`src/rsgt_pkg.sv`:
```
`timescale 1ns / 1ps
`default_nettype none
package rsgt_pkg;

  localparam int STREAM_SLOTS_DEF = 4;
  localparam int SEQ_W   = 16;
  localparam int KEY_W   = 8;
  localparam int SIZE_W  = 11;
  localparam int LIMIT_W = 6;

  localparam logic [SIZE_W-1:0]  HEADER_BYTES  = 11'd12;
  localparam logic [LIMIT_W-1:0] GAP_LIMIT_RST = 6'd16;

  typedef enum logic [1:0] {
    KIND_REJECT  = 2'd0,
    KIND_LATE    = 2'd1,
    KIND_CONCEAL = 2'd2,
    KIND_DELIVER = 2'd3
  } kind_t;

  // controller -> datapath
  typedef struct packed {
    logic capture;       // latch the input item
    logic eval;          // table lookup, gap decision, table update
    logic emit_conceal;  // load a conceal result into the output register
    logic emit_final;    // load the closing result
  } cmd_t;

  // datapath -> controller
  typedef struct packed {
    logic out_free;      // output register can take a result this cycle
    logic gap;           // packet needs conceal results
    logic rem_last;      // current conceal result is the last one
  } stat_t;

endpackage
`default_nettype wire

```
`src/rsgt_if.sv`:
```
`timescale 1ns / 1ps
`default_nettype none
interface rsgt_pkt_if;
  logic                        valid;
  logic                        ready;
  logic [rsgt_pkg::KEY_W-1:0]  stream_key;
  logic [rsgt_pkg::SEQ_W-1:0]  rtp_seq;
  logic [rsgt_pkg::SIZE_W-1:0] packet_size;

  modport source (output valid, stream_key, rtp_seq, packet_size, input ready);
  modport sink   (input valid, stream_key, rtp_seq, packet_size, output ready);
endinterface

interface rsgt_res_if;
  logic                       valid;
  logic                       ready;
  rsgt_pkg::kind_t            kind;
  logic [rsgt_pkg::SEQ_W-1:0] missing_seq;
  logic                       last;

  modport source (output valid, kind, missing_seq, last, input ready);
  modport sink   (input valid, kind, missing_seq, last, output ready);
endinterface
`default_nettype wire

```
`src/rsgt_ctrl.sv`:
```
`timescale 1ns / 1ps
`default_nettype none
module rsgt_ctrl (
  input  wire logic            clk,
  input  wire logic            rst,
  input  wire logic            in_valid,
  output logic                 in_ready,
  input  wire rsgt_pkg::stat_t stat,
  output rsgt_pkg::cmd_t       cmd
);
  import rsgt_pkg::*;

  typedef enum logic [3:0] {
    S_IDLE    = 4'b0001,
    S_EVAL    = 4'b0010,
    S_CONCEAL = 4'b0100,
    S_FINAL   = 4'b1000
  } state_t;

  state_t state, state_next;

  always_ff @(posedge clk) begin
    if (rst) begin
      state <= S_IDLE;
    end else begin
      state <= state_next;
    end
  end

  always_comb begin
    state_next = state;
    cmd        = '0;
    in_ready   = 1'b0;
    case (state)
      S_IDLE: begin
        in_ready = 1'b1;
        if (in_valid) begin
          cmd.capture = 1'b1;
          state_next  = S_EVAL;
        end
      end
      S_EVAL: begin
        cmd.eval   = 1'b1;
        state_next = stat.gap ? S_CONCEAL : S_FINAL;
      end
      S_CONCEAL: begin
        if (stat.out_free) begin
          cmd.emit_conceal = 1'b1;
          if (stat.rem_last) begin
            state_next = S_FINAL;
          end
        end
      end
      S_FINAL: begin
        // next packet may be taken in the same cycle the closing result is loaded
        in_ready = stat.out_free;
        if (stat.out_free) begin
          cmd.emit_final = 1'b1;
          if (in_valid) begin
            cmd.capture = 1'b1;
            state_next  = S_EVAL;
          end else begin
            state_next = S_IDLE;
          end
        end
      end
      default: begin
        state_next = S_IDLE;
      end
    endcase
  end

endmodule
`default_nettype wire

```
`src/rsgt_dp.sv`:
```
`timescale 1ns / 1ps
`default_nettype none
module rsgt_dp #(
  parameter int SLOTS = rsgt_pkg::STREAM_SLOTS_DEF
) (
  input  wire logic                         clk,
  input  wire logic                         rst,
  input  wire logic                         cfg_we,
  input  wire logic [rsgt_pkg::LIMIT_W-1:0] cfg_data,
  input  wire logic [rsgt_pkg::KEY_W-1:0]   in_key,
  input  wire logic [rsgt_pkg::SEQ_W-1:0]   in_seq,
  input  wire logic [rsgt_pkg::SIZE_W-1:0]  in_size,
  input  wire rsgt_pkg::cmd_t               cmd,
  output rsgt_pkg::stat_t                   stat,
  output logic                              out_valid,
  input  wire logic                         out_ready,
  output rsgt_pkg::kind_t                   out_kind,
  output logic [rsgt_pkg::SEQ_W-1:0]        out_seq,
  output logic                              out_last
);
  import rsgt_pkg::*;

  localparam int SLOT_W = (SLOTS > 1) ? $clog2(SLOTS) : 1;

  logic [LIMIT_W-1:0] gap_limit;

  // captured packet
  logic [KEY_W-1:0]  cap_key;
  logic [SEQ_W-1:0]  cap_seq;
  logic [SIZE_W-1:0] cap_size;

  // stream table
  logic [SLOTS-1:0]  slot_used;
  logic [KEY_W-1:0]  slot_key      [SLOTS];
  logic [SEQ_W-1:0]  slot_last_seq [SLOTS];

  // conceal walk
  logic [SEQ_W-1:0]   miss_ptr;
  logic [LIMIT_W-1:0] remaining;
  kind_t              final_kind;

  // lookup and decision
  logic              hit, free_found, short_pkt, late, gap, upd;
  logic [SLOT_W-1:0] hit_idx, free_idx, upd_idx;
  logic [SEQ_W-1:0]  expected, diff;
  kind_t             kind_dec;
  logic              emit;

  always_comb begin
    hit        = 1'b0;
    hit_idx    = '0;
    free_found = 1'b0;
    free_idx   = '0;
    for (int i = SLOTS - 1; i >= 0; i--) begin
      if (slot_used[i] && slot_key[i] == cap_key) begin
        hit     = 1'b1;
        hit_idx = SLOT_W'(i);
      end
      if (!slot_used[i]) begin
        free_found = 1'b1;
        free_idx   = SLOT_W'(i);
      end
    end
  end

  assign short_pkt = cap_size < HEADER_BYTES;
  assign expected  = slot_last_seq[hit_idx] + SEQ_W'(1);
  assign diff      = cap_seq - expected;
  assign late      = hit && diff[SEQ_W-1];
  assign gap       = !short_pkt && hit && !late && (diff != '0)
                     && (diff <= {{(SEQ_W-LIMIT_W){1'b0}}, gap_limit});
  assign upd       = cmd.eval && !short_pkt && !late && (hit || free_found);
  assign upd_idx   = hit ? hit_idx : free_idx;

  always_comb begin
    if (short_pkt) begin
      kind_dec = KIND_REJECT;
    end else if (late) begin
      kind_dec = KIND_LATE;
    end else begin
      kind_dec = KIND_DELIVER;
    end
  end

  assign emit          = cmd.emit_conceal || cmd.emit_final;
  assign stat.out_free = !out_valid || out_ready;
  assign stat.gap      = gap;
  assign stat.rem_last = remaining == LIMIT_W'(1);

  always_ff @(posedge clk) begin
    if (rst) begin
      gap_limit <= GAP_LIMIT_RST;
      slot_used <= '0;
      out_valid <= 1'b0;
    end else begin
      if (cfg_we) begin
        gap_limit <= cfg_data;
      end
      if (upd) begin
        slot_used[upd_idx] <= 1'b1;
      end
      if (emit) begin
        out_valid <= 1'b1;
      end else if (out_ready) begin
        out_valid <= 1'b0;
      end
    end
  end

  always_ff @(posedge clk) begin
    if (cmd.capture) begin
      cap_key  <= in_key;
      cap_seq  <= in_seq;
      cap_size <= in_size;
    end
    if (upd) begin
      slot_key[upd_idx]      <= cap_key;
      slot_last_seq[upd_idx] <= cap_seq;
    end
    if (cmd.eval) begin
      miss_ptr   <= expected;
      remaining  <= diff[LIMIT_W-1:0];
      final_kind <= kind_dec;
    end else if (cmd.emit_conceal) begin
      miss_ptr  <= miss_ptr + SEQ_W'(1);
      remaining <= remaining - LIMIT_W'(1);
    end
    if (cmd.emit_conceal) begin
      out_kind <= KIND_CONCEAL;
      out_seq  <= miss_ptr;
      out_last <= 1'b0;
    end else if (cmd.emit_final) begin
      out_kind <= final_kind;
      out_seq  <= cap_seq;
      out_last <= 1'b1;
    end
  end

endmodule
`default_nettype wire

```
`src/rtp_sequence_gap_tracker.sv`:
```
// RTP sequence gap tracker.
// pkt_in (sink): one packet per transfer - stream_key, rtp_seq, packet_size.
// res_out (source): result transfers - kind, missing_seq, last. Every packet
//   produces at least one result; last marks its closing result.
// cfg_we / cfg_data: writes gap_limit (reset 16); write only while idle.
// Flow: a packet is captured, evaluated against the stream table (lookup,
//   wrapped distance, table update), then its results go out through a
//   single output register, one per cycle while res_out.ready is high.
// Pacing: one packet at a time; a gap of N adds N conceal results. The next
//   packet is taken in the cycle the closing result is loaded.
// Stall: when res_out.ready is low the output register holds and the
//   controller waits; pkt_in.ready drops until results drain.
// Reset (rst, synchronous): clears the stream table valid bits, the
//   output register and the controller; gap_limit returns to 16.
`timescale 1ns / 1ps
`default_nettype none
module rtp_sequence_gap_tracker #(
  parameter int STREAM_SLOTS = rsgt_pkg::STREAM_SLOTS_DEF
) (
  input  wire logic                         clk,
  input  wire logic                         rst,
  input  wire logic                         cfg_we,
  input  wire logic [rsgt_pkg::LIMIT_W-1:0] cfg_data,
  rsgt_pkt_if.sink                          pkt_in,
  rsgt_res_if.source                        res_out
);
  import rsgt_pkg::*;

  cmd_t  cmd;
  stat_t stat;

  // sequencing: capture -> evaluate -> conceal burst -> closing result
  rsgt_ctrl u_ctrl (
    .clk      (clk),
    .rst      (rst),
    .in_valid (pkt_in.valid),
    .in_ready (pkt_in.ready),
    .stat     (stat),
    .cmd      (cmd)
  );

  // stream table, gap arithmetic and the output register
  rsgt_dp #(
    .SLOTS (STREAM_SLOTS)
  ) u_dp (
    .clk       (clk),
    .rst       (rst),
    .cfg_we    (cfg_we),
    .cfg_data  (cfg_data),
    .in_key    (pkt_in.stream_key),
    .in_seq    (pkt_in.rtp_seq),
    .in_size   (pkt_in.packet_size),
    .cmd       (cmd),
    .stat      (stat),
    .out_valid (res_out.valid),
    .out_ready (res_out.ready),
    .out_kind  (res_out.kind),
    .out_seq   (res_out.missing_seq),
    .out_last  (res_out.last)
  );

endmodule
`default_nettype wire

```
`src/flat_wrapper.sv`:
```
// flat-port wrapper written by rule: the top's interface ports become plain ports
module rtp_sequence_gap_tracker_flat import rsgt_pkg::*;
#(
  parameter int STREAM_SLOTS = rsgt_pkg::STREAM_SLOTS_DEF
)
  (clk, rst, cfg_we, cfg_data, pkt_in_valid, pkt_in_stream_key, pkt_in_rtp_seq, pkt_in_packet_size, pkt_in_ready, res_out_valid, res_out_kind, res_out_missing_seq, res_out_last, res_out_ready);
  rsgt_pkt_if pkt_in_i ();
  rsgt_res_if res_out_i ();
  input  wire logic clk;
  input  wire logic rst;
  input  wire logic cfg_we;
  input  wire logic [rsgt_pkg::LIMIT_W-1:0] cfg_data;
  input wire logic [$bits(pkt_in_i.valid)-1:0] pkt_in_valid;
  input wire logic [$bits(pkt_in_i.stream_key)-1:0] pkt_in_stream_key;
  input wire logic [$bits(pkt_in_i.rtp_seq)-1:0] pkt_in_rtp_seq;
  input wire logic [$bits(pkt_in_i.packet_size)-1:0] pkt_in_packet_size;
  output wire logic [$bits(pkt_in_i.ready)-1:0] pkt_in_ready;
  output wire logic [$bits(res_out_i.valid)-1:0] res_out_valid;
  output wire logic [$bits(res_out_i.kind)-1:0] res_out_kind;
  output wire logic [$bits(res_out_i.missing_seq)-1:0] res_out_missing_seq;
  output wire logic [$bits(res_out_i.last)-1:0] res_out_last;
  input wire logic [$bits(res_out_i.ready)-1:0] res_out_ready;
  assign pkt_in_i.valid = pkt_in_valid;
  assign pkt_in_i.stream_key = pkt_in_stream_key;
  assign pkt_in_i.rtp_seq = pkt_in_rtp_seq;
  assign pkt_in_i.packet_size = pkt_in_packet_size;
  assign pkt_in_ready = pkt_in_i.ready;
  assign res_out_valid = res_out_i.valid;
  assign res_out_kind = res_out_i.kind;
  assign res_out_missing_seq = res_out_i.missing_seq;
  assign res_out_last = res_out_i.last;
  assign res_out_i.ready = res_out_ready;
  rtp_sequence_gap_tracker #(.STREAM_SLOTS(STREAM_SLOTS)) u_core (.clk(clk), .rst(rst), .cfg_we(cfg_we), .cfg_data(cfg_data), .pkt_in(pkt_in_i), .res_out(res_out_i));
endmodule
```
`config.mk`:
```
export PLATFORM = sky130hd
export DESIGN_NAME = rtp_sequence_gap_tracker_flat
export DESIGN_NICKNAME = d
export VERILOG_FILES = /design/src/rsgt_pkg.sv /design/src/rsgt_if.sv /design/src/rsgt_ctrl.sv /design/src/rsgt_dp.sv /design/src/rtp_sequence_gap_tracker.sv /design/src/flat_wrapper.sv
export SDC_FILE = /design/constraint.sdc
export NUM_CORES = 1
export LEC_CHECK = 0
export BUFFER_PORTS_ARGS = -buffer_cell sky130_fd_sc_hd__buf_2
export CORE_ASPECT_RATIO = 1.5
export CORE_MARGIN = 4
export CORE_UTILIZATION = 63
export CTS_BUF_LIST = sky130_fd_sc_hd__clkbuf_8
export CTS_CLUSTER_SIZE = 10
export DETAILED_ROUTE_END_ITERATION = 12
export GPL_TIMING_DRIVEN = 0
export PLACE_DENSITY = 0.9
export SYNTH_ARGS = -nofsm -noshare
export SYNTH_HDL_FRONTEND = slang
export SYNTH_SLANG_ARGS = --single-unit
export TNS_END_PERCENT = 50
```
`constraint.sdc`:
```
create_clock -name clk -period 9 [get_ports clk]
set_clock_uncertainty 0.2 [all_clocks]
set_input_delay 0.9 -clock clk [delete_from_list [all_inputs] [get_ports clk]]
set_output_delay 0.9 -clock clk [all_outputs]
set_load 0.02 [all_outputs]
```
Yosys cells after proc, flatten, opt, wreduce, memory -nomap -nowiden
Memories as Yosys holds them, arrays and structs flattened.
Cells that the tools add are included.
- memories: 2
- bits in registers: 93
- memory bits (writable): 96
- logic and storage cells: 106
- output and inout bits: 21
- input port bits: 46
- magnitude comparators: 4
- multiplexer cells: 45
- add/subtract/negate cells: 4
- equality and inequality tests: 13
- reduce and logical (&&, ||, !) cells: 24
- bitwise operators: 1
- memory list (memory ; depth ; width ; rd ports ; clocked after memory_dff ; wr ports ; line ; source):
    u_core.u_dp.slot_last_seq ; 4 ; 16 ; 1 ; 0 ; 1 ; rsgt_dp.sv:35 ; logic [SEQ_W-1:0] slot_last_seq [SLOTS];
    u_core.u_dp.slot_key ; 4 ; 8 ; 4 ; 0 ; 1 ; rsgt_dp.sv:34 ; logic [KEY_W-1:0] slot_key [SLOTS];
- operators by type and width (cell ; number):
    $mux 16 ; 4
    $add 16x1->16 const B ; 2
    $eq 8x8->1 ; 4
    $mux 2 ; 11
    $mux 4 ; 5
    $mux 1 ; 19
    $le 16x6->1 ; 1
    $pmux 4 s4 ; 1
    $reduce_bool 16->1 ; 1
    $sub 16x16->16 ; 1
    $logic_and 1x1->1 ; 13
    $mux 6 ; 2
    $lt 11x4->1 const B ; 1
    $eq 6x1->1 const B ; 1
    $ne 2x2->1 const B ; 3
    $reduce_bool 2->1 ; 3
    $sub 6x1->6 const B ; 1
    $eq 4x1->1 const B ; 1
    $eq 4x2->1 const B ; 1
    $eq 4x3->1 const B ; 1
    $eq 4x4->1 const B ; 1
    $or 4x4->4 ; 1
    $pmux 1 s2 ; 2
    $reduce_and 4->1 ; 1
    6 further kinds ; 10

Longest topological paths before layout
Gate-level depths: netlist (run 1).
An unclocked memory read counts as a cell.
- depth in word-level cells: 17
- depth in mapped cells: 29
- depth with buffers taken out: 26

Cells and area by module
From an unflattened synthesis (run 1), not the netlist that was laid out.
- cell total of the unflattened synthesis: 776
- area, all modules: 9628.0 um2
- by module, submodules not included (module ; cells each ; area an instance (um2) ; seq. area each (um2) ; times used):
    rsgt_dp ; 735 ; 9285.2 ; 5355.1 ; 1
    rsgt_ctrl ; 41 ; 342.8 ; 80.1 ; 1

Least setup slack after synthesis (run 1)
Ideal clock, no wire load.
- kind: reg2reg
- start: register u_core.u_dp.cap_key[0]
- end: memory u_core.u_dp.slot_key[0][0], enable pin
- cell stages (with the launch flop): 25
- required time: 8395 ps
- setup time: 405 ps
- arrival time: 5852 ps
- buffers on the path: 3
- period minus slack after synthesis: 6456 ps
- path slack: 2544 ps
- cell sequence: edfxtp_1 -> buf_6 -> xnor2_1 -> nand4_2 -> or3_1 -> buf_6 -> a21oi_1 -> nor2_2 -> buf_6 -> mux2i_1 -> mux2i_1 -> nand3b_1 -> xnor2_1 -> ha_1 -> nand3_1 -> a21oi_1 -> a311oi_4 -> a221oi_1 -> o221ai_1 -> a21oi_1 -> o211ai_1 -> a21o_1 -> a31oi_4 -> nand3_1 -> nor2_1
- cells in the longest elaborated chain, start to end: 15
- elaborated cells between the ends (all ways): 27
- classes of those cells: add/sub: 2; eq/ne: 4; mux: 11; reduce/logical: 9; memory: 1
- ends and longest elaborated chain (element ; line ; source):
    start, declared ; rsgt_dp.sv:28 ; logic [KEY_W-1:0] cap_key;
    start signal, assigned ; rsgt_dp.sv:112 ; cap_key <= in_key;
    $eq 8x8->1 ; rsgt_dp.sv:55 ; if (slot_used[i] && slot_key[i] == cap_key) begin
    $logic_and 1x1->1 ; rsgt_dp.sv:55 ;
    $mux 2 (4 in series) ; rsgt_dp.sv:55 ;
    $mem_v2 4x16 ; -- ;
    $add 16x1->16 ; rsgt_dp.sv:67 ; assign expected = slot_last_seq[hit_idx] + SEQ_W'(1);
    $sub 16x16->16 ; rsgt_dp.sv:68 ; assign diff = cap_seq - expected;
    $logic_and 1x1->1 ; rsgt_dp.sv:69 ; assign late = hit && diff[SEQ_W-1];
    $logic_not 1->1 ; rsgt_dp.sv:72 ; assign upd = cmd.eval && !short_pkt && !late && (hit || free_found);
    $logic_and 1x1->1 (2 in series) ; rsgt_dp.sv:72 ;
    $mux 1 ; rsgt_dp.sv:116 ; if (upd) begin
    $mux 1 (not written as such) ; rsgt_dp.sv:117 ; slot_key[upd_idx] <= cap_key;
    end, declared ; rsgt_dp.sv:34 ;
Several ways; a longest one is shown, not always the timed one.

Final worst setup path (run 1)
- start: register u_core.u_dp.cap_key[1]
- end: memory u_core.u_dp.slot_last_seq[2][5], enable pin
- cells in the longest elaborated chain, start to end: 15
- elaborated cells between the ends (all ways): 27
- classes of those cells: add/sub: 2; eq/ne: 4; mux: 11; reduce/logical: 9; memory: 1
- ends and longest elaborated chain (element ; line ; source):
    $eq 8x8->1 ; rsgt_dp.sv:55 ;
    $logic_and 1x1->1 ; rsgt_dp.sv:55 ;
    $mux 2 (4 in series) ; rsgt_dp.sv:55 ;
    $mem_v2 4x16 ; -- ;
    $add 16x1->16 ; rsgt_dp.sv:67 ;
    $sub 16x16->16 ; rsgt_dp.sv:68 ;
    $logic_and 1x1->1 ; rsgt_dp.sv:69 ;
    $logic_not 1->1 ; rsgt_dp.sv:72 ;
    $logic_and 1x1->1 (2 in series) ; rsgt_dp.sv:72 ;
    $mux 1 ; rsgt_dp.sv:116 ;
    $mux 1 (not written as such) ; rsgt_dp.sv:118 ; slot_last_seq[upd_idx] <= cap_seq;
    end, declared ; rsgt_dp.sv:35 ;
Several ways; a longest one is shown, not always the timed one.

==> impl_results.md, run 1 <==
- Synth area leaders: edfxtp_1 53%, xnor2_1 4.9%, dfxtp_1 3.8%
- Crit. End Element: register
- Crit-path max FO: 17
- Total gr overflow: 0
- Avg WL per Cell: 20.2 um
- Vias in the first global route: 6754
- Worst rel slew slack: 33.2%
- # H-tree levels: 4
- Vias per cell: around 6.2
- GPL Wtd Cong: ~0.94
- GR Util met3: under 10%
- Static leakage: roughly 3.8 nW
- EDFF count, synth: around 170
- Core area: 14700 sq um
- DRC: 0
- Yosys warns: 0
- Share of the synthesized area in the top cell type: 53.1%
- # diodes: 0
- Synthesized Nets: between 800 and 900
- Initial antenna violation count: 1
- Starting DRT DRC Count: 561
- First-pass GRT wire length: around 34000 um
- Flops & latches, synth: 187
- Share of cells above drive strength 1: approximately a fifth
- Die Ht: 159 um
- Met2 Use GR: 43.7%
- Placed Cells: 1029
- Setup-failing EPs final: 0
- Area grow syn2layout: 10.7%
- Met1 global-route usage: about 31%
- Max IR drop VDD: 141 uV
- CP startpoint kind: register
- CTS Buf Count: 17
- Starting Density: 64.9%
- CP Class: reg -> reg
- CTS tree: built
- RSZ-0062 raised after global routing: no
- CP Data Arrival Time: 7.77 ns
- DP HPWL: 15600 um
- Worst-skew pair later-pin latency: 0.46 ns
- GRT Overall Usage: around a quarter
- Setup TNS: 0 ns
- Worst slew pin tran: about 1 ns
- Router iterations before antenna repair: 5
- Final Hold Vio Count: 0
- Max Fclk: 0.128 GHz
- Pwr Density: about 160 nW/um^2
- Largest area contributor in the netlist: edfxtp_1
- R2R setup slack: 1.19 ns
- Post-route ant nets: 0
- Filler cells: 1011
- Period minus WS final: 7.81 ns
- Nets@finish: about 920
- Register area share after synthesis: 56.9%
- Pin count of the biggest net entering global routing: 34
- CTS resizes: 0
- Die width: 109 um
- Max Cap Viol: 0
- Slew Limit Fails: 0
- Top FF cell, synth: edfxtp_1
- Cells after synthesis: ~770
- Yosys cell types: 89
- Layer with the highest usage: met2
- Quantity of I/O buffers inserted on ports: 63
- Die area: 17200 sq um
- Critical Path RT: 8.96 ns
- CTS hold repair buffers: 0
- Clk pin slew, worst setup/hold paths: 0.11 ns
- Asr flop ratio synth: 0%
- Period Utilization, post-route: slightly below 90%
- Worst hold path class: reg -> reg
- Clk sinks: 187
- CTS Root Cell: clkbuf_8
- Fin cells: 1061
- Power after layout: 1.66 mW
- Routed via count: 6592
- Outcome: completed
- Detailed Route WL: 21500 um
- Post-CTS setup buffers: 0
- Num ports: 67
- Netlist Area Pre-Place: 9560 sq um
- Syn Area/Cell: 12.5 sq um
- CTS Buffer Depth: 2
- Core Rows: 54
## area by class of cell
cell class | instances | area [sq um] | area share [%]
buffer | 26 | 194 | 1.83
clock buffer | 17 | 234 | 2.21
clock inverter | 15 | 136 | 1.29
inverter | 32 | 120 | 1.14
multi-input combinational | 521 | 3820 | 36.1
sequential | 187 | 5440 | 51.4
tap | 196 | 245 | 2.32
timing repair buffer | 67 | 397 | 3.75
## worst paths after layout
| check | endpoint | from | cells past startpoint |
|---|---|---|---|
| max | u_core.u_dp.slot_last_seq[2][5]$_DFFE_PP_ | u_core.u_dp.cap_key[1]$_DFFE_PP_ | 24 |
| max reg2reg | u_core.u_dp.slot_last_seq[2][5]$_DFFE_PP_ | u_core.u_dp.cap_key[1]$_DFFE_PP_ | 24 |
| min | u_core.u_dp.out_last$_SDFFE_PP0P_ | u_core.u_dp.out_last$_SDFFE_PP0P_ | 2 |
| min reg2reg | u_core.u_dp.out_last$_SDFFE_PP0P_ | u_core.u_dp.out_last$_SDFFE_PP0P_ | 2 |
## synthesized netlist by cell type, drive strengths merged, types with 3 or more instances
master / count
edfxtp: 169
nand2: 78
xnor2: 58
o21ai: 48
nor2: 45
mux2i: 35
inv: 31
nand3: 24
a21oi: 23
ha: 19
mux2: 19
dfxtp: 18
buf: 17
xor2: 17
nor3: 16
a31oi: 10
nand4: 10
clkbuf: 9
nor4: 9
a211oi: 6
nand2b: 6
nand3b: 6
o211ai: 6
o21a: 6
or3: 6
and2: 5
o221ai: 5
a21boi: 4
a311oi: 4
and3: 4
o31ai: 4
a21o: 3
a2bb2oi: 3
a31o: 3
nor2b: 3
o21bai: 3
o311ai: 3
or2: 3
## through the flow
step / setup WS [ns] / hold slack, ns / area, sq um / utilization [%]
2_1_floorplan: 2.54 / 0.234 / 9560 / -
3_3_place_gp: 0.751 / 0.251 / 10100 / 68.7
3_5_place_dp: 1.41 / 0.259 / 10200 / 69.3
4_1_cts: 1.32 / 0.290 / 10600 / 71.8
5_1_grt: 0.713 / 0.318 / 10600 / 71.8
6_report: 1.19 / 0.289 / 10600 / 71.8
## worst max-delay path: stages (launching register included)
cell	delay (ns)
edfxtp_1	0.49
buf_6	0.18
xnor2_1	0.21
nand3_1	0.17
nor3_4	0.43
a21oi_1	0.17
nor2_2	0.46
buf_6	0.24
mux2i_1	0.09
mux2i_1	0.47
nand3b_1	0.23
xnor2_1	0.23
ha_1	0.44
nand3_1	0.11
a21oi_1	0.23
a311oi_4	0.09
a221oi_1	0.53
o221ai_1	0.24
a21oi_1	0.29
o211ai_1	0.14
a21o_1	0.25
a31oi_4	0.33
nand3b_1	0.19
nor2_2	0.79
buf_6	0.26
## sequential cells by signal, indices dropped and copies added (netlist names), 6 cells and up
name	cells
u_core.u_dp.cap_key	8
u_core.u_dp.slot_key	32
u_core.u_dp.out_seq	16
u_core.u_dp.slot_last_seq	64
u_core.u_dp.gap_limit	6
u_core.u_dp.miss_ptr	16
u_core.u_dp.cap_seq	16
u_core.u_dp.cap_size	9
u_core.u_dp.remaining	6
## routing by layer
metal,vias up,wire (um),part of all wire [%]
met4,2,1090,5.1
met1,3166,7920,37
met3,80,1280,6.0
met2,314,11200,52
met5,-,17,0.079
li1,3030,-,-
## cells in the final DEF (no fill, tap or decap), drive strengths merged, types with 10 or more instances in the layout
| cell type | synthesis | layout |
|---|---|---|
| buf | 17 | 84 |
| nand3 | 24 | 24 |
| a21oi | 23 | 23 |
| nand4 | 10 | 10 |
| mux2 | 19 | 19 |
| mux2i | 35 | 35 |
| xor2 | 17 | 17 |
| xnor2 | 58 | 58 |
| o21ai | 48 | 48 |
| nor3 | 16 | 16 |
| clkbuf | 9 | 26 |
| edfxtp | 169 | 169 |
| inv | 31 | 37 |
| a31oi | 10 | 10 |
| nor2 | 45 | 45 |
| ha | 19 | 19 |
| dfxtp | 18 | 18 |
| nand2 | 78 | 78 |
## logic make-up after synthesis
logic type | Yosys count | synth area share, %
AO/OA/AOI/OAI | 145 | 11.2
XOR/XNOR | 75 | 7.46
adder cells (fa/ha/maj) | 22 | 2.91
buffers and inverters | 58 | 3.29
flip-flops | 187 | 56.9
multiplexers | 54 | 5.94
AND/OR/NAND/NOR | 225 | 12.4
## where the power goes
group	leakage (nW)	internal, mW	switching (mW)	total, mW
clock network	0.191	0.202	0.318	0.520
logic	1.89	0.0621	0.0853	0.147
registers	1.69	0.968	0.0207	0.989
No activity file was read; power rests on OpenSTA's default activity.
==> inputs of run 2 (changes only) <==
--- a/config.mk
+++ b/config.mk
@@ -6,9 +6,11 @@
 export NUM_CORES = 1
 export LEC_CHECK = 0
 export BUFFER_PORTS_ARGS = -buffer_cell sky130_fd_sc_hd__buf_2
+export CELL_PAD_IN_SITES_DETAIL_PLACEMENT = 0
+export CELL_PAD_IN_SITES_GLOBAL_PLACEMENT = 1
 export CORE_ASPECT_RATIO = 1.5
 export CORE_MARGIN = 4
-export CORE_UTILIZATION = 63
+export CORE_UTILIZATION = 52
 export CTS_BUF_LIST = sky130_fd_sc_hd__clkbuf_8
 export CTS_CLUSTER_SIZE = 10
 export DETAILED_ROUTE_END_ITERATION = 12
==> constraint.sdc (replaced) <==
create_clock -name clk -period 9 [get_ports clk]
set_clock_uncertainty 0.2 [all_clocks]
set_input_delay 0 -clock clk [delete_from_list [all_inputs] [get_ports clk]]
set_output_delay 0 -clock clk [all_outputs]
set_load 0.02 [all_outputs]
==> impl_results.md, run 2 (same netlist as run 1, synthesis figures left out) <==
- P_sw: 463 uW (+9.2%)
- Share of cells above drive strength 1: 20.1% (-1.3 points)
- Max IR drop VDD: 130 uV (-7.7%)
- Static leakage: 4.04 nW (+7.2%)
- Final core utilization: 62.4% (-9.4 points)
- RSZ-0062 raised after global routing: no
- CP Data Arrival Time: 8.69 ns (+0.92 ns)
- Power after layout: 1.76 mW (+6.0%)
- Clk pin slew, worst setup/hold paths: 0.12 ns (about the same)
- CTS Buffer Depth: 2 (unchanged)
- Vias in the first global route: 6626 (-1.9%)
- CTS tree: built
- # diodes: 0 (unchanged)
- Worst-skew pair later-pin latency: 0.47 ns (about the same)
- CP Class: reg -> reg
- Starting DRT DRC Count: 340 (-39%)
- Starting Density: 53.0% (-12 points)
- Vias per cell: 5.76 (-7.2%)
- Slew Limit Fails: 0 (unchanged)
- Die Ht: 174 um (+9.6%)
- Final Hold Vio Count: 0 (unchanged)
- Switching Fraction: 26.4% (+0.77 points)
- Worst rel slew slack: 32.2% (-1.1 points)
- First-pass GRT wire length: 35100 um (+1.8%)
- DP HPWL: 15700 um (+0.74%)
- Nets@finish: 974 (+6.1%)
- Core Rows: 60 (+11%)
- Detailed Route WL: 22000 um (+2.5%)
- GRT Overall Usage: 21.5% (-4.4 points)
- Largest regs: u_core.u_dp.slot_last_seq (64), u_core.u_dp.slot_key (32)
- Router iterations before antenna repair: 5 (unchanged)
- Total gr overflow: 0 (unchanged)
- Fin cells: 1138 (+7.3%)
- Clock Power Share: 34.1% (+2.7 points)
- Seq pwr share: 56.3% (-3.4 points)
- DRC: 0 (unchanged)
- Quantity of I/O buffers inserted on ports: 63 (unchanged)
- Worst hold path class: in -> reg
- Period minus WS final: 8.52 ns (+0.709 ns)
- Clk sinks: 187 (unchanged)
- Num ports: 67 (unchanged)
- CTS Root Cell: clkbuf_8
- Max reg flops: 64 (unchanged)
- Die area: 20700 sq um (+20%)
- GPL Wtd Cong: 0.890 (-5.5%)
- Commonest non-fill, non-tap cell in the layout: edfxtp_1
- Post-route ant nets: 0 (unchanged)
- Largest Register: u_core.u_dp.slot_last_seq
- Core area: 18000 sq um (+22%)
- Pint: 1.29 mW (+4.9%)
- Area grow syn2layout: 17.6%
- Logic pwr share: 9.5% (+0.6 points)
- Outcome: completed
- Setup TNS: 0 ns (unchanged)
- Avg WL per Cell: 19.3 um (-4.4%)
- Period Utilization, post-route: 94.6% (+7.9 points)
- Pwr Density: 156 nW/um^2 (-0.24%)
- Filler cells: 1387 (+37%)
- Placed Cells: 1050 (+2.0%)
- Routed via count: 6558 (-0.52%)
- Crit. End Element: register
- CTS Buf Count: 17 (unchanged)
- Pin count of the biggest net entering global routing: 34 (unchanged)
- Max Fclk: 0.117 GHz (-8.3%)
- Most used cell along the critical path: a21oi_1
- # H-tree levels: 4 (unchanged)
- Slowest stage cell, crit path: dlygate4sd3_1
- Critical Path RT: 9.17 ns (+0.21 ns)
- Commonest cells after routing, fill and taps aside: 169 x edfxtp_1, 78 x nand2_1, 65 x buf_2
- Setup-failing EPs final: 0 (unchanged)
- Crit-path max FO: 10 (-7)
- CP startpoint kind: register
- Max Cap Viol: 0 (unchanged)
- Initial antenna violation count: 0 (-1)
- Die width: 119 um (+9.3%)
- Worst slew pin tran: 1.02 ns (+0.0150 ns)
- Post-CTS setup buffers: 0 (unchanged)
- Slowest stage delay, CP: 0.60 ns (-0.19 ns)
run 2: cell count changes in the layout (fill, tap and decap cells not counted):
cell,previous run,this run
inv_6,2,3
bufinv_16,0,1
clkinv_8,1,4
clkinvlp_4,1,0
inv_12,0,2
buf_8,1,2
buf_6,12,11
clkinv_4,4,1
dlygate4sd3_1,0,56
clkinv_2,3,0
run 2: layer usage:
layer  share of wire, %  routed length, um  GRT usage, %  vias to the layer above
met5                  0                  0             0                        -
met4                2.9                633          7.97                        0
met3                3.8                834          2.83                       40
met2                 54              11800          39.1                      180
met1                 40               8710          26.0                     3193
li1                   -                  -             -                     3145
run 2: power groups by stage:
| stage | registers (mW) | logic (mW) | clock network [mW] |
|---|---|---|---|
| final | 0.989 | 0.167 | 0.600 |
| after global routing | 0.992 | 0.184 | 0.650 |
| after CTS | 0.989 | 0.167 | 0.609 |
| after detailed placement | 1.01 | 0.146 | 0 |
| after global placement | 1.01 | 0.142 | 0 |
| after floorplan | 1.00 | 0.105 | 0 |
run 2: worst max-delay path, delay by kind of cell (launching register included):
kind	cells	cell delay (ns)
buffers and inverters	3	1.03
adder cells (fa/ha/maj)	2	0.70
flip-flops	1	0.49
AND/OR/NAND/NOR	7	2.28
multiplexers	2	0.49
XOR/XNOR	3	0.85
AO/OA/AOI/OAI	11	2.37
run 2: cell type report:
cell class	instances	area (sq um)	area share, %
multi-input combinational	521	3820	34.0
clock inverter	15	208	1.85
tap	217	272	2.42
sequential	187	5440	48.3
buffer	26	194	1.73
inverter	32	120	1.07
clock buffer	17	234	2.08
timing repair buffer	123	961	8.55
run 2: path summary, 6_finish.rpt:
| check | startpoint | to | slack [ns] | cells past startpoint |
|---|---|---|---|---|
| hold / removal | pkt_in_packet_size[7] | u_core.u_dp.cap_size[7]$_DFFE_PP_ | 0.03 | 2 |
| hold reg to reg | u_core.u_dp.out_last$_SDFFE_PP0P_ | u_core.u_dp.out_last$_SDFFE_PP0P_ | 0.27 | 2 |
| setup reg to reg | u_core.u_dp.cap_key[7]$_DFFE_PP_ | u_core.u_ctrl.state[3]$_SDFFE_PP0P_ | 0.48 | 28 |
| setup / recovery | u_core.u_dp.cap_key[7]$_DFFE_PP_ | u_core.u_ctrl.state[3]$_SDFFE_PP0P_ | 0.48 | 28 |
run 2: per-stage QoR:
| stage | setup slack, ns | hold slack, ns | instance area, sq um |
|---|---|---|---|
| global route | 0.0619 | 0.00562 | 11200 |
| global placement | 0.606 | -0.0241 | 10100 |
| detailed placement | 1.07 | -0.0219 | 10200 |
| finish | 0.483 | 0.0341 | 11200 |
| floorplan | 2.54 | -0.101 | 9560 |
| CTS | 0.463 | 0.0143 | 11200 |
run 2: what timing repair did:
item / CTS / global route
resized for setup: 0 / 0
hold buffers: 56 / 0
endpoints found under the setup margin: 0 / 0
hold endpoints to repair: 49 / 0
==> inputs of run 3 (changes only) <==
--- a/config.mk
+++ b/config.mk
@@ -8,7 +8,7 @@
 export BUFFER_PORTS_ARGS = -buffer_cell sky130_fd_sc_hd__buf_2
 export CELL_PAD_IN_SITES_DETAIL_PLACEMENT = 0
 export CELL_PAD_IN_SITES_GLOBAL_PLACEMENT = 1
-export CORE_ASPECT_RATIO = 1.5
+export CORE_ASPECT_RATIO = 1.2
 export CORE_MARGIN = 4
 export CORE_UTILIZATION = 52
 export CTS_BUF_LIST = sky130_fd_sc_hd__clkbuf_8
==> impl_results.md, run 3 (same netlist as run 1, synthesis figures left out) <==
- Total gr overflow: 0 (unchanged)
- Max Cap Viol: 0 (unchanged)
- Worst rel slew slack: 35.0% (+2.9 points)
- GRT Overall Usage: 21.6% (+0.046 points)
- Worst hold path class: in -> reg
- CP Class: reg -> reg
- Max reg flops: 64 (unchanged)
- Slew Limit Fails: 0 (unchanged)
- Clk pin slew, worst setup/hold paths: 0.10 ns (-0.02 ns)
- Vias in the first global route: 6524 (-1.5%)
- Most used cell along the critical path: a21oi_1
- Outcome: completed
- Crit. End Element: register
- Worst-skew pair later-pin latency: 0.48 ns (about the same)
- Die Ht: 157 um (-10%)
- Detailed Route WL: 21600 um (-1.9%)
- # diodes: 0 (unchanged)
- Area grow syn2layout: 17.6% (about the same)
- CTS tree: built
- RSZ-0062 raised after global routing: no
- Commonest cells after routing, fill and taps aside: 169 x edfxtp_1, 78 x nand2_1, 65 x buf_2
- Setup TNS: 0 ns (unchanged)
- Final Hold Vio Count: 0 (unchanged)
- Quantity of I/O buffers inserted on ports: 63 (unchanged)
- Slowest stage cell, crit path: dlygate4sd3_1
- Final core utilization: 62.1% (-0.33 points)
- Pin count of the biggest net entering global routing: 34 (unchanged)
- CP startpoint kind: register
- Die area: 20600 sq um (-0.17%)
- Core Rows: 54 (-10%)
- Clk sinks: 187 (unchanged)
- Max IR drop VDD: 91.0 uV (-30%)
- DP Worst Slack: 1.18 ns (+0.117 ns)
- Worst slew pin tran: 0.974 ns (-0.0409 ns)
- Starting Density: 52.8% (-0.26 points)
- Slowest stage delay, CP: 0.59 ns (about the same)
- Largest Register: u_core.u_dp.slot_last_seq
- Pwr Density: 153 nW/um^2 (-1.9%)
- Reg area: 5440 sq um (unchanged)
- Nets@finish: 974 (unchanged)
- Routed via count: 6485 (-1.1%)
- Power after layout: 1.72 mW (-1.9%)
- Avg WL per Cell: 18.9 um (-2.5%)
- Static leakage: 4.02 nW (-0.43%)
- Vias per cell: 5.66 (-1.7%)
- Max Fclk: 0.119 GHz (+1.4%)
- Crit-path max FO: 10 (unchanged)
- Setup ws final: 0.597 ns (+0.114 ns)
- Footprint of the multi-input gates: 3820 sq um (unchanged)
- Starting DRT DRC Count: 457 (+34%)
- Commonest non-fill, non-tap cell in the layout: edfxtp_1
- Critical Path RT: 9.16 ns (about the same)
- DRC: 0 (unchanged)
- CTS Buf Count: 17 (unchanged)
- CTS Buffer Depth: 2 (unchanged)
- CP Data Arrival Time: 8.56 ns (-0.13 ns)
- Router iterations before antenna repair: 5 (unchanged)
- Setup-failing EPs final: 0 (unchanged)
- Initial antenna violation count: 0 (unchanged)
- Core area: 18100 sq um (+0.50%)
- CTS Root Cell: clkbuf_8
- Largest regs: u_core.u_dp.slot_last_seq (64), u_core.u_dp.slot_key (32)
- Die width: 132 um (+11%)
- Post-route ant nets: 0 (unchanged)
- First-pass GRT wire length: 34500 um (-1.5%)
- GPL Wtd Cong: 0.885 (-0.49%)
- Period minus WS final: 8.40 ns (-0.114 ns)
- # H-tree levels: 4 (unchanged)
- Filler cells: 1391 (+0.29%)
- Period Utilization, post-route: 93.4% (-1.3 points)
- Num ports: 67 (unchanged)
- Share of cells above drive strength 1: 20.0% (-0.11 points)
- DP HPWL: 15100 um (-3.5%)
[run 3: cell count changes in the layout (fill, tap and decap cells not counted), sizes merged]
cell,previous run,this run
inv,40,35
clkinvlp,0,4
bufinv,1,2
[run 3: final cells by class]
class	instances	share of cell area (%)
clock buffers	17	2.08
inverters	32	1.07
well taps	224	2.49
multi-input cells	521	34.0
plain buffers	26	1.73
flip-flops and latches	187	48.4
clock inverters	15	1.51
repair buffers	123	8.77
[run 3: per-layer routing]
metal	wire length, um	share of wire (%)	global-route usage [%]	up-vias
li1	-	-	-	3144
met1	9240	43	27.1	3133
met2	11100	51	37.9	167
met3	794	3.7	3.73	41
met4	499	2.3	7.80	0
met5	0	0	0	-
[run 3: path summary, 6_finish.rpt]
path                                         from                              endpoint  slack (ns)  cells past startpoint
max              u_core.u_dp.cap_key[1]$_DFFE_PP_   u_core.u_ctrl.state[3]$_SDFFE_PP0P_        0.60                     28
min reg2reg  u_core.u_dp.out_kind[1]$_SDFFE_PP1P_  u_core.u_dp.out_kind[1]$_SDFFE_PP1P_        0.29                      2
max reg2reg      u_core.u_dp.cap_key[1]$_DFFE_PP_   u_core.u_ctrl.state[3]$_SDFFE_PP0P_        0.60                     28
min                         pkt_in_packet_size[8]     u_core.u_dp.cap_size[8]$_DFFE_PP_        0.04                      2
[run 3: repair_timing]
item / 4_1_cts / 5_1_grt
endpoints found under the hold margin: 49 / 0
setup buffers: 0 / 0
hold buffers: 56 / 0
gates resized for setup: 0 / 0
[run 3: per-stage QoR]
step / area, sq um / hold slack [ns] / std cells
finish: 11200 / 0.0363 / 1145
global route: 11200 / 0.00225 / 1145
CTS: 11200 / 0.00236 / 1145
detailed placement: 10300 / -0.0219 / 1057
global placement: 10200 / -0.0240 / 1053
floorplan: 9560 / -0.101 / 766
[run 3: report_power, final]
group          leakage [nW]  switching, mW  total (mW)  internal, mW
Combinational          2.14         0.0879       0.167        0.0792
Sequential             1.69         0.0211       0.990         0.968
Clock                 0.195          0.314       0.565         0.252
Total                  4.02          0.423        1.72          1.30
[run 3: critical path: cells and delay by family (launching register included)]
kind	cells	cell delay [ns]
AOI/OAI and AO/OA	11	2.26
xor gates and xnor gates	3	0.95
adders and majority gates	2	0.69
buffers and inverters	3	1.01
DFF	1	0.46
muxes	2	0.62
and+or+nand+nor	7	2.06
